### src/rtl/core/cmcs_ram.sv
// Generic single-write, single-read synchronous RAM with registered read.
// No dependencies.
module cmcs_ram #(
  parameter int WIDTH = 8,
  parameter int DEPTH = 16
) (
  input  logic                     clk,
  input  logic                     we,
  input  logic [$clog2(DEPTH)-1:0] waddr,
  input  logic [WIDTH-1:0]         wdata,
  input  logic                     re,
  input  logic [$clog2(DEPTH)-1:0] raddr,
  output logic [WIDTH-1:0]         rdata
);

  logic [WIDTH-1:0] mem [DEPTH];

  // Write and registered read
  always_ff @(posedge clk) begin
    if (we) begin
      mem[waddr] <= wdata;
    end
    if (re) begin
      rdata <= mem[raddr];
    end
  end

endmodule

### config.mk
export PLATFORM = sky130hd
export DESIGN_NAME = cmcs_ram
export DESIGN_NICKNAME = d
export VERILOG_FILES = /design/src/rtl/core/cmcs_ram.sv
export SDC_FILE = /design/constraint.sdc
export NUM_CORES = 1
export LEC_CHECK = 0
export BUFFER_PORTS_ARGS = -buffer_cell sky130_fd_sc_hd__buf_2
export CAP_MARGIN = 20
export CORE_MARGIN = 3
export CORE_UTILIZATION = 40
export DETAILED_ROUTE_END_ITERATION = 6
export SLEW_MARGIN = 20
export SYNTH_ARGS = -nofsm -noshare
export SYNTH_HDL_FRONTEND = slang
export SYNTH_SLANG_ARGS = --single-unit
### constraint.sdc
create_clock -name clk -period 1.6 [get_ports clk]
set_input_delay 0 -clock clk [delete_from_list [all_inputs] [get_ports clk]]
set_output_delay 0 -clock clk [all_outputs]
set_load 0.05 [all_outputs]
# ---- After elaboration in Yosys (flattened, before gate mapping)
# Memories as Yosys holds them, arrays and structs flattened. A register that Yosys moved wholly into a read port is not among the register bits.
# Cells that the tools add are included.
dict set report word_totals {
  inputBits 19
  register_bits 0
  n_memories 1
  mem_bits_rw 128
  elab_cells 3
  output_inout_bits 8
}
dict set report classes {
  n_mux 2
}
# name depth word_bits read_ports rd_ports_with_merged_regs wr line_no
set memory_table {}
lappend memory_table {mem 16 8 1 1 1 16} ;# logic [WIDTH-1:0] mem [DEPTH];
# cell count
set op_table {}
lappend op_table {{$mux W1} 2}

# ---- Logic depth before layout (Yosys ltp)
dict set report logic_depth {
  depth_word 2
  depth_mapped 5
  depth_no_buf 3
}

# ---- Least setup slack after synthesis
# Ideal clock, no wire load.
dict set report synth_timing {
  kind {input-to-reg}
  from {input waddr[2]}
  to {memory mem[0][0], enable pin}
  t_required_ps 1217
  t_arrival_ps 1110
  setup_ps 383
  setup_slack_ps 107
  path_buffers 0
  path_stages 2
  path_cell_list {or3b_2 -> nor3_1}
}
# element line_no
set synth_rtl {}
lappend synth_rtl {{start, declared} 9} ;# input logic [$clog2(DEPTH)-1:0] waddr,
lappend synth_rtl {{end, declared} 16}
# No word-level cell before the write port.

==> impl_results.md <==
- Status: finished clean
- Crit path time final: 1.57 ns
- Reg-to-reg startpoint: mem[3][4]$_DFFE_PP_
- Peak VDD IR: 0.588 mV
- Dpl cells: 449
- Setup Crit Path Kind: reg2reg
- # diodes: 0
- Die area: 14500 um^2
- CP Max Fanout: 1
- DR vias: 2518
- Vias in the first global route: 2647
- Slew @ Worst Pin: 0.416 ns
- Sequential area share after synthesis: 78.1%
- Post-CTS sizing: 0
- Synthesized area per cell: 22.8 um^2
- Drt total wl: 10100 um
- Fin util: 51.1%
- Core area: 12700 um^2
- First-pass GRT wire length: 15900 um
- CTS Buffer Depth: 2
- Clock Skews: 0.00421 ns
- PwrDens: 1330 nW/um^2
- Clock Tree Root: clkbuf_16
- Number of distinct library cells after synthesis: 18
- CTS HTree Levels: 4
- Total grt overflow: 0
- Max-slew headroom: 72.3%
- # hold bufs at CTS: 9
- Port Buffer Count: 26
- Layout Nets: 324
- Crit path arrival time: 1.72 ns
- Row Count: 41
- DP Wirelength: 6860 um
- RR Endpoint: rdata[4]$_DFFE_PP_
- Nature of the critical path startpoint: flip-flop
- R2r setup slk: 0.03 ns
- P&R area growth vs syn: 24.4%
- Worst R2R Path Depth: 3
- Clock slew at reported path FFs: 0.06 ns
- ANT nets after route: 0
- Worst hold stages: 3
- Vias/cell: 5.14
- Clk sinks: 136
- Unrepaired setup endpoints after global routing: no
- Cell count after synthesis: 229
- Final period utilization: 98.3%
- Max-Cap Viols: 0
- CTS tree: built
- Die Width: 120 um
- Largest net degree at the start of global routing: 17
- Final Hold Vio Count: 0
- RePlAce Congestion: 0.708
- Worst Min Path Start: waddr[0]
- Clk_lat worst skew: 0.41 ns
- Final Setup Violations: 0
- Leak Pwr: 2.23 nW
- CTS Buf Count: 17
- Starting density of the core: 41.1%
- Drt drc: 0
- Die height: 120 um
- Worst Hold Class: in2reg
- DR iter-0 viols: 244
- Ratio of cells with drive above 1 in the final layout: 34.3%
- Req. time, crit path: 1.75 ns
- Syn Nets: 248
- Finished Cell Area: 6500 um^2
- Min setup slack post-route: 0.0274 ns
- Hold Crit Endpoint: mem[0][6]$_DFFE_PP_
- All-Layer GR Usage: 15.6%
- Synth warn: 0
- DR pass1 iterations: 4
- Area after DPL: 5760 um^2
- Worst slack at placement: 0.00365 ns
- Setup TNS: 0 ns
- I/O pins: 27
- Synthesized flop and latch total: 136
- Wire per inst: 20.7 um
- Crit end category: flip-flop
- Setup bufs post-CTS: 0
- Initial antenna violation count: 0
- Non-Filler Instances: 490
- Max Slew Vio Count: 0
- Synthesized area: 5230 um^2
- Max Fclk: 636 MHz
[Yosys cell counts]
library cell | n | share of area (%)
buf_6 | 3 | 0.65
nand2_1 | 9 | 0.65
nor2_1 | 13 | 0.93
buf_4 | 1 | 0.14
nor3_1 | 4 | 0.38
mux4_2 | 18 | 7.8
a22oi_1 | 16 | 2.3
nand3_1 | 1 | 0.096
clkdlybuf4s25_2 | 3 | 0.57
mux4_1 | 14 | 7.0
buf_2 | 3 | 0.29
and2_1 | 1 | 0.12
nor2b_1 | 1 | 0.12
nand2b_1 | 2 | 0.24
and2b_1 | 1 | 0.14
or3b_2 | 1 | 0.17
nand3b_1 | 2 | 0.29
edfxtp_1 | 136 | 78
[worst max path at each step]
stage | from | end
2_1_floorplan | waddr[2] | mem[0][0]$_DFFE_PP_
3_3_place_gp | raddr[0] | rdata[2]$_DFFE_PP_
3_5_place_dp | raddr[0] | rdata[3]$_DFFE_PP_
4_1_cts | mem[3][4]$_DFFE_PP_ | rdata[4]$_DFFE_PP_
5_1_grt | mem[1][7]$_DFFE_PP_ | rdata[7]$_DFFE_PP_
6_report | mem[3][4]$_DFFE_PP_ | rdata[4]$_DFFE_PP_
[flip-flops by register name (all words and copies together) (netlist names)]
name,flops
mem,128
rdata,8
[critical path: stages, from the launching register on]
cell and delay [ns]:
edfxtp_1 0.37, mux4_2 0.47, a22oi_1 0.37, nand2_1 0.10
[layout by cell type (no fill, tap or decap)]
cell,netlist,layout
mux4_2,18,18
nor2_1,13,13
nor3_1,4,4
and2b_1,1,1
mux4_1,14,14
edfxtp_1,136,136
clkinv_4,0,2
a22oi_1,16,16
clkbuf_16,0,17
nand3b_1,2,2
nand2_1,9,9
inv_6,0,2
nand3_1,1,1
bufinv_16,0,5
buf_2,3,26
nor2b_1,1,1
clkinvlp_4,0,4
or3b_2,1,1
buf_12,0,3
and2_1,1,1
nand2b_1,2,2
buf_4,1,29
clkinv_2,0,2
dlygate4sd3_1,0,9
[per-layer routing]
layer / part of all wire (%) / global-route usage (%) / vias to the layer above
li1: - / - / 1139
met1: 45 / 20.9 / 1303
met2: 50 / 25.2 / 66
met3: 4.1 / 3.88 / 10
met4: 0.96 / 5.52 / 0
met5: 0 / 0 / -
[stage by stage]
stage	power, mW	hold slack (ns)
after CTS	8.77	0.142
after global routing	8.97	0.172
after detailed placement	4.57	0.374
final	8.68	0.170
after floorplan	4.37	0.0989
after global placement	4.55	0.376
[report_power, final]
group	total (mW)	switching, mW	internal (mW)	leakage (nW)
registers	4.04	0.0203	4.02	1.24
logic	0.463	0.274	0.189	0.691
clock network	4.18	1.41	2.77	0.306
[cells by family (layout without fill, tap and decap cells)]
group           after synthesis  in the layout  synth area share [%]
compound gates               16             16                  2.30
mux                          32             32                  14.8
simple gates                 35             35                  3.14
buf+inv                      10             99                  1.65
flops                       136            136                  78.1
[final cells by class]
| cell class | count | area [um^2] |
|---|---|---|
| Fill cell | 1082 | 6220 |
| Timing Repair Buffer | 67 | 498 |
| Multi-Input combinational cell | 83 | 1060 |
| Sequential cell | 136 | 4080 |
| Clock inverter | 15 | 225 |
| Clock buffer | 17 | 425 |
| Tap cell | 172 | 215 |
(Power assumes the default switching activity.)
